`src/rtl/dbd_pkg.sv`:
```
// ----------------------------------------------------------------------------
// dbd_pkg: shared constants and calendar tables
// Field widths, packing offsets and month tables for the day-count unit.
// ----------------------------------------------------------------------------
package dbd_pkg;

  localparam int DAY_W       = 5;
  localparam int MONTH_W     = 4;
  localparam int YEAR_W      = 16;
  localparam int ORD_W       = 25;
  localparam int IN_TDATA_W  = 56;
  localparam int OUT_TDATA_W = 32;
  localparam int OUT_TUSER_W = 2;

  localparam int FD_LO = 0;
  localparam int FM_LO = FD_LO + DAY_W;
  localparam int FY_LO = FM_LO + MONTH_W;
  localparam int SD_LO = FY_LO + YEAR_W;
  localparam int SM_LO = SD_LO + DAY_W;
  localparam int SY_LO = SM_LO + MONTH_W;

  localparam int TUSER_LATER = 0;
  localparam int TUSER_VALID = 1;

  localparam logic [8:0]       DAYS_YEAR  = 9'd365;
  localparam logic [MONTH_W-1:0] MONTH_FEB = 4'd2;
  localparam logic [MONTH_W-1:0] MONTH_DEC = 4'd12;

  typedef struct packed {
    logic [DAY_W-1:0]   day;
    logic [MONTH_W-1:0] month;
    logic [YEAR_W-1:0]  year;
  } date_t;

  function automatic logic [DAY_W-1:0] month_len(input logic [MONTH_W-1:0] month,
                                                 input logic leap);
    logic [DAY_W-1:0] len;
    case (month) inside
      4'd1, 4'd3, 4'd5, 4'd7, 4'd8, 4'd10, 4'd12: len = 5'd31;
      4'd4, 4'd6, 4'd9, 4'd11:                     len = 5'd30;
      MONTH_FEB:                                   len = leap ? 5'd29 : 5'd28;
      default:                                     len = 5'd0;
    endcase
    return len;
  endfunction

  // days in the whole months before the given one
  function automatic logic [8:0] days_before(input logic [MONTH_W-1:0] month,
                                             input logic leap);
    logic [8:0] n;
    case (month)
      4'd1:    n = 9'd0;
      4'd2:    n = 9'd31;
      4'd3:    n = 9'd59;
      4'd4:    n = 9'd90;
      4'd5:    n = 9'd120;
      4'd6:    n = 9'd151;
      4'd7:    n = 9'd181;
      4'd8:    n = 9'd212;
      4'd9:    n = 9'd243;
      4'd10:   n = 9'd273;
      4'd11:   n = 9'd304;
      4'd12:   n = 9'd334;
      default: n = 9'd0;
    endcase
    if (leap && (month > MONTH_FEB)) begin
      n = n + 9'd1;
    end
    return n;
  endfunction

endpackage

```
`src/rtl/days_between_dates_unit.sv`:
```
// An input transfer passes through the input register, the ordinal
// register and the result register before its result is offered.
// Throughput: one item per cycle; the whole pipeline holds while a result
// waits on out_tready.
// Reset: rst_n synchronous, active low; clears all stage valid flags.
// ----------------------------------------------------------------------------
// days_between_dates_unit: day distance between two calendar dates
// Converts both dates to ordinal day numbers (leap year every fourth year)
// and returns their absolute difference, an ordering flag and a valid flag.
// ----------------------------------------------------------------------------
module days_between_dates_unit
  import dbd_pkg::*;
#(
  parameter int YEAR_WIDTH = 16
) (
  input  logic                   clk,
  input  logic                   rst_n,
  input  logic                   in_tvalid,
  output logic                   in_tready,
  // first_day, first_month, first_year, second_day, second_month, second_year
  input  logic [IN_TDATA_W-1:0]  in_tdata,
  output logic                   out_tvalid,
  input  logic                   out_tready,
  // day_count
  output logic [OUT_TDATA_W-1:0] out_tdata,
  // second_later, dates_valid
  output logic [OUT_TUSER_W-1:0] out_tuser
);

  logic              en;
  logic              s1_vld_r;
  date_t             s1_a_r, s1_b_r;
  logic              s2_vld_r;
  logic              s2_ok_r;
  logic [ORD_W-1:0]  s2_a_r, s2_b_r;
  logic              out_vld_r;
  logic [ORD_W-1:0]  cnt_r;
  logic              later_r;
  logic              ok_r;

  date_t             a_in, b_in;
  logic              ok_a, ok_b;
  logic [ORD_W-1:0]  ord_a, ord_b;
  logic [ORD_W-1:0]  cnt_nxt;
  logic              later_nxt;

  function automatic logic [YEAR_W-1:0] year_bits(input logic [YEAR_W-1:0] y);
    return YEAR_W'(y[YEAR_WIDTH-1:0]);
  endfunction

  function automatic logic date_ok(input date_t d);
    logic [YEAR_W-1:0] y;
    y = year_bits(d.year);
    return (d.day != '0) && (d.month != '0) && (y != '0) && (d.month <= MONTH_DEC)
           && (d.day <= month_len(d.month, y[1:0] == 2'b00));
  endfunction

  function automatic logic [ORD_W-1:0] ordinal(input date_t d);
    logic [YEAR_W-1:0] y;
    logic [ORD_W-1:0]  p;
    y = year_bits(d.year);
    p = ORD_W'(y - YEAR_W'(1));
    return p * ORD_W'(DAYS_YEAR) + (p >> 2)
           + ORD_W'(days_before(d.month, y[1:0] == 2'b00)) + ORD_W'(d.day);
  endfunction

  assign en        = !out_vld_r || out_tready;
  assign in_tready = en;

  assign a_in = '{day:   in_tdata[FD_LO +: DAY_W],
                  month: in_tdata[FM_LO +: MONTH_W],
                  year:  in_tdata[FY_LO +: YEAR_W]};
  assign b_in = '{day:   in_tdata[SD_LO +: DAY_W],
                  month: in_tdata[SM_LO +: MONTH_W],
                  year:  in_tdata[SY_LO +: YEAR_W]};

  always_comb begin
    ok_a  = date_ok(s1_a_r);
    ok_b  = date_ok(s1_b_r);
    ord_a = ordinal(s1_a_r);
    ord_b = ordinal(s1_b_r);
  end

  always_comb begin
    later_nxt = 1'b0;
    cnt_nxt   = '0;
    if (s2_ok_r) begin
      later_nxt = s2_b_r > s2_a_r;
      cnt_nxt   = later_nxt ? (s2_b_r - s2_a_r) : (s2_a_r - s2_b_r);
    end
  end

  always_ff @(posedge clk) begin
    if (!rst_n) begin
      s1_vld_r  <= 1'b0;
      s2_vld_r  <= 1'b0;
      out_vld_r <= 1'b0;
    end else if (en) begin
      s1_vld_r  <= in_tvalid;
      s2_vld_r  <= s1_vld_r;
      out_vld_r <= s2_vld_r;
    end
  end

  always_ff @(posedge clk) begin
    if (en) begin
      s1_a_r  <= a_in;
      s1_b_r  <= b_in;
      s2_ok_r <= ok_a && ok_b;
      s2_a_r  <= ord_a;
      s2_b_r  <= ord_b;
      cnt_r   <= cnt_nxt;
      later_r <= later_nxt;
      ok_r    <= s2_ok_r;
    end
  end

  assign out_tvalid = out_vld_r;
  assign out_tdata  = OUT_TDATA_W'(cnt_r);
  always_comb begin
    out_tuser              = '0;
    out_tuser[TUSER_LATER] = later_r;
    out_tuser[TUSER_VALID] = ok_r;
  end

endmodule

```
`config.mk`:
```
export PLATFORM = sky130hd
export DESIGN_NAME = days_between_dates_unit
export DESIGN_NICKNAME = d
export VERILOG_FILES = /design/src/rtl/dbd_pkg.sv /design/src/rtl/days_between_dates_unit.sv
export SDC_FILE = /design/constraint.sdc
export NUM_CORES = 1
export LEC_CHECK = 0
export ABC_AREA = 0
export BUFFER_PORTS_ARGS = -buffer_cell sky130_fd_sc_hd__buf_2
export CAP_MARGIN = 0
export CORE_MARGIN = 2
export CORE_UTILIZATION = 38
export DETAILED_ROUTE_END_ITERATION = 10
export PLACE_DENSITY = 0.58
export SYNTH_ARGS = -nofsm -noshare
export SYNTH_HDL_FRONTEND = slang
export SYNTH_SLANG_ARGS = --single-unit
```
`constraint.sdc`:
```
create_clock -name clk -period 14.02 [get_ports clk]
set_input_delay 3.505 -clock clk [delete_from_list [all_inputs] [get_ports clk]]
set_output_delay 3.505 -clock clk [all_outputs]
set_load 0.02 [all_outputs]
```
# ---- Yosys cells after proc, flatten, opt, wreduce, memory -nomap -nowiden
# Memory sizes are Yosys's and may differ from the RTL's. A register that Yosys moved wholly into a read port is not among the register bits.
# Index checks and enable logic that the tools add are counted.
dict set report op_classes {
  n_addsub 12
  n_mul 2
  div 0
  n_lt_le_gt_ge 7
  n_eq_ne 24
  shifts 0
  n_mux 13
  bitwise 0
  reduce_logical 25
}
# cell n
set op_table {}
lappend op_table {{25-bit by 23-bit adder with 25-bit output} 2}
lappend op_table {{25-bit by 5-bit adder with 25-bit output} 2}
lappend op_table {{25-bit by 9-bit adder with 25-bit output} 2}
lappend op_table {{17-bit by 10-bit multiplier with 25-bit output (second input constant)} 2}
lappend op_table {{25-bit subtractor} 2}
lappend op_table {{4-bit == test (second input constant)} 10}
lappend op_table {{16-bit by 1-bit subtractor with 17-bit output (second input constant)} 2}
lappend op_table {{4-bit by 3-bit == test with 1-bit output (second input constant)} 8}
lappend op_table {{16-bit nonzero test} 2}
lappend op_table {{5-bit 2-to-1 mux} 6}
lappend op_table {{25-bit greater-than comparator} 1}
lappend op_table {{25-bit 2-to-1 mux} 1}
lappend op_table {{9-bit by 1-bit adder with 9-bit output (second input constant)} 2}
lappend op_table {{9-bit 2-to-1 mux} 2}
lappend op_table {{4-bit by 2-bit == test with 1-bit output (second input constant)} 4}
lappend op_table {{7-bit OR reduction} 2}
lappend op_table {{1-bit logical AND} 11}
lappend op_table {{5-bit <= comparator} 2}
lappend op_table {{5-bit nonzero test} 2}
lappend op_table {{4-bit by 1-bit == test with 1-bit output (second input constant)} 2}
lappend op_table {{4-bit by 2-bit greater-than comparator with 1-bit output (second input constant)} 2}
lappend op_table {{4-bit <= comparator (second input constant)} 2}
lappend op_table {{4-bit 2-to-1 mux} 2}
lappend op_table {{4-bit nonzero test} 2}
lappend op_table {{other kinds (5)} 8}
dict set report totals {
  register_bits 131
  latch_bits 0
  ramBits 0
  mem_bits_ro 288
  inputBits 60
  output_inout_bits 36
  elab_cells 100
  n_memories 2
}
# name words word_bits read_ports rd_ports_with_merged_regs wr line_no
set memory_table {}
lappend memory_table {{(name not given)} 16 9 1 1 0 dbd_pkg.sv:51} ;# case (month)
lappend memory_table {{(name not given)} 16 9 1 1 0 dbd_pkg.sv:51}

# ---- Depth between registers and ports, before layout
dict set report logic_depth {
  depth_word 8
  depth_mapped 28
  mapped_depth_nobuf 27
}

# ---- Worst setup path after synthesis
# OpenSTA, ideal clock, no wires.
dict set report synth_path {
  kind {input to output}
  startpoint {in out_tready}
  endpoint {out in_tready}
  arrival_ns 7.792
  path_slack_ns 2.723
  stages 3
  path_cell_list {nand2b_1 > clkbuf_1 > buf_1}
}
dict set report synth_between {
  elab_chain_cells 1
}
# item line_no
set synth_lines {}
lappend synth_lines {{start, declared} days_between_dates_unit.sv:23} ;# input logic out_tready,
lappend synth_lines {{1-bit logical OR} days_between_dates_unit.sv:67} ;# assign en = !out_vld_r || out_tready;
lappend synth_lines {{end, declared} days_between_dates_unit.sv:19} ;# output logic in_tready,
# No other way between the ends.

# ---- Worst setup path after layout
# Same ends and word-level chain as after synthesis.

==> results.json <==
{
  "yosys-top-cells-count": "450 x inv_1, 265 x ha_1, 175 x fa_1",
  "clock_latency_ns": 0.48,
  "rrSetupSlack_ns": 6.67,
  "slew_headroom_pct": 22.3,
  "arrival_ns": 4.68,
  "r2r-start": "s1_b_r[0]$_DFFE_PN_",
  "place.gp.congestion": 0.877,
  "cts_tree": "built",
  "syn_inst": 1888,
  "worst-path-buf-inv": 3,
  "async_flop_share_pct": 0,
  "diodes": 0,
  "yosysMostFrequentCell": "inv_1",
  "path_class": "primary input to output pin",
  "grt_pass1_vias": 12900,
  "die_h_um": 222,
  "drtIter0Drc": 694,
  "ys_warn_count": 0,
  "ant_nets": 0,
  "num_io_pins": 96,
  "synth-edff-count": 128,
  "wl_per_cell_um": 14.9,
  "num_rows": 80,
  "yosysSeqAreaShare_pct": 23.5,
  "ys_top_cells_by_area": "edfxtp_1 21%, fa_1 19%, ha_1 18%",
  "hold_buffers": 0,
  "areaGrowthSynthToFinish_pct": 8.90,
  "viasPerCell": 4.83,
  "cap_violations": 0,
  "synth_area_um2": 18100,
  "drt_wl_total_um": 38500,
  "min_to": "out_tvalid$_SDFFE_PN0N_",
  "grt_max_degree": 79,
  "grt_antenna_before_repair": 1,
  "hold_viol_final": 0,
  "die_w_um": 222,
  "worst-r2r-cell-count": 27,
  "layout.nets": 2456,
  "drc_errors": 0,
  "max_freq_mhz": 122,
  "tightest_slew_ns": 1.15,
  "grt_pass1_wl_um": 64700,
  "cts_buffers": 17,
  "track_usage_pct": 16.4,
  "finalClockSkew_ns": 0.0141,
  "hpwl_um": 32600,
  "dr.pass1.iters": 5,
  "cts.sinks": 149,
  "slowest_stage": "buf_4",
  "yosysUniqueCellTypes": 74,
  "min_path_type": "register to register",
  "layout-drive-gt1-share_pct": 7.36,
  "finalSetupTns_ns": 0,
  "setup_viol": 0,
  "period_share_pct": 58.4,
  "worstPathCellList": "buf_2 -> nand2b_4 -> buf_4 -> buf_2",
  "cp_top_family": "buffers and inverters",
  "core_um2": 47400,
  "final_max_slew_viol_count": 0,
  "port_buffers": 82,
  "crit_path_end_kind": "output pin",
  "overflow": 0,
  "clk_pin_slew_ns": 0.07,
  "hp-start": "s2_vld_r$_SDFFE_PN0N_",
  "cp.required_ns": 10.51,
  "critPathMaxStageDelay_ns": 0.67,
  "worst-path-max-fanout": 66,
  "outcome": "finished, final reports clean",
  "clockBufferDepth": 2,
  "die-area_um2": 49400,
  "root_buffer": "clkbuf_16",
  "post_cts_resized": 0,
  "initial_core_util_pct": 38.2,
  "synth_ff_type": "edfxtp_1",
  "start_kind": "primary input",
  "crit_top_cell": "buf_2",
  "crit_start": "out_tready",
  "ys_ff_latch": 149,
  "cts_setup_buffers": 0,
  "reg2reg_to": "s2_b_r[24]$_DFFE_PN_",
  "hold_depth": 2,
  "syn_area_per_cell_um2": 9.60,
  "num_vias": 12500,
  "synth_top_cell_by_area": "edfxtp_1",
  "fin_crit_ns": 8.18,
  "rsz0062_at_grt": "false",
  "synth_top_area_share_pct": 21.2,
  "cts_max_level": 4
}
layout by cell type (no fill, tap or decap), types with 10 or more instances in the layout:
| master | n |
|---|---|
| a21o_1 | 47 |
| a21oi_1 | 89 |
| and3_1 | 10 |
| buf_2 | 82 |
| clkbuf_16 | 19 |
| dfxtp_1 | 21 |
| edfxtp_1 | 128 |
| fa_1 | 175 |
| ha_1 | 265 |
| inv_1 | 450 |
| mux2i_1 | 24 |
| nand2_1 | 88 |
| nand2b_1 | 21 |
| nand3_1 | 18 |
| nand4_1 | 16 |
| nor2_1 | 102 |
| nor2b_1 | 19 |
| nor3_1 | 26 |
| o211ai_1 | 17 |
| o21a_1 | 12 |
| o21ai_0 | 41 |
| o21bai_1 | 20 |
| or3_1 | 11 |
| xnor2_1 | 81 |
| xor2_1 | 40 |
routing by layer:
metal | global-route usage, % | vias up | part of all wire, %
li1 | - | 6281 | -
met1 | 22.2 | 5931 | 49
met5 | 0 | - | 0
met2 | 26.8 | 226 | 46
met3 | 2.90 | 39 | 3.3
met4 | 5.30 | 0 | 1.7
final cells by class:
cell class,instances,area [µm²]
Clock buffer,19,475
Clock inverter,13,125
Fill cell,4707,27700
Inverter,452,1700
Multi-Input combinational cell,1250,12000
Sequential cell,149,4260
Tap cell,615,769
Timing Repair Buffer,86,440
worst reg2reg max path: stages, from the launching register on:
cell      delay (ns)
edfxtp_1        0.45
inv_1           0.26
ha_1            0.32
nand2b_1        0.15
or3_1           0.35
nor2_1          0.25
xnor2_1         0.34
inv_1           0.22
xnor2_1         0.19
ha_1            0.32
ha_1            0.30
inv_1           0.06
fa_1            0.50
inv_1           0.06
fa_1            0.53
inv_1           0.05
fa_1            0.47
inv_1           0.04
ha_1            0.31
o21ai_0         0.09
a21boi_0        0.15
o211a_1         0.25
a221oi_2        0.37
o31ai_1         0.19
o41ai_2         0.41
o21ai_0         0.18
a21oi_1         0.20
xnor2_1         0.09
metrics by stage:
step                      setup WS, ns  hold slack [ns]  cells  cell area [µm²]  utilization, %
final                             5.84            0.470   2584            19700            41.6
after global routing              5.73            0.509   2584            19700            41.6
after CTS                         5.79            0.473   2584            19700            41.6
after detailed placement          5.79            0.466   2552            19100            40.3
after global placement            5.83            0.465   2552            19100            40.3
after floorplan                   2.72            0.441   1894            18100               -
worst max path at each step:
stage,depth (start not counted),to,slack (ns)
after global placement,4,in_tready,5.83
final,4,in_tready,5.84
after global routing,4,in_tready,5.73
after CTS,4,in_tready,5.79
after floorplan,3,in_tready,2.72
after detailed placement,4,in_tready,5.79
cell families (layout without fill, tap and decap cells):
family          count (synthesis)  after routing  synth area share [%]
simple gates                  349            349                  9.36
xor+xnor                      123            123                  6.03
flops                         149            149                  23.5
buf+inv                       495            570                  10.7
mux                            29             29                  1.64
fa+ha+maj                     440            440                  37.6
compound gates                302            302                  11.1
other cells                     1              7                0.0207
Power is not shown: default switching activity piles up to over one toggle a cycle in this logic, so the estimate is an artifact.
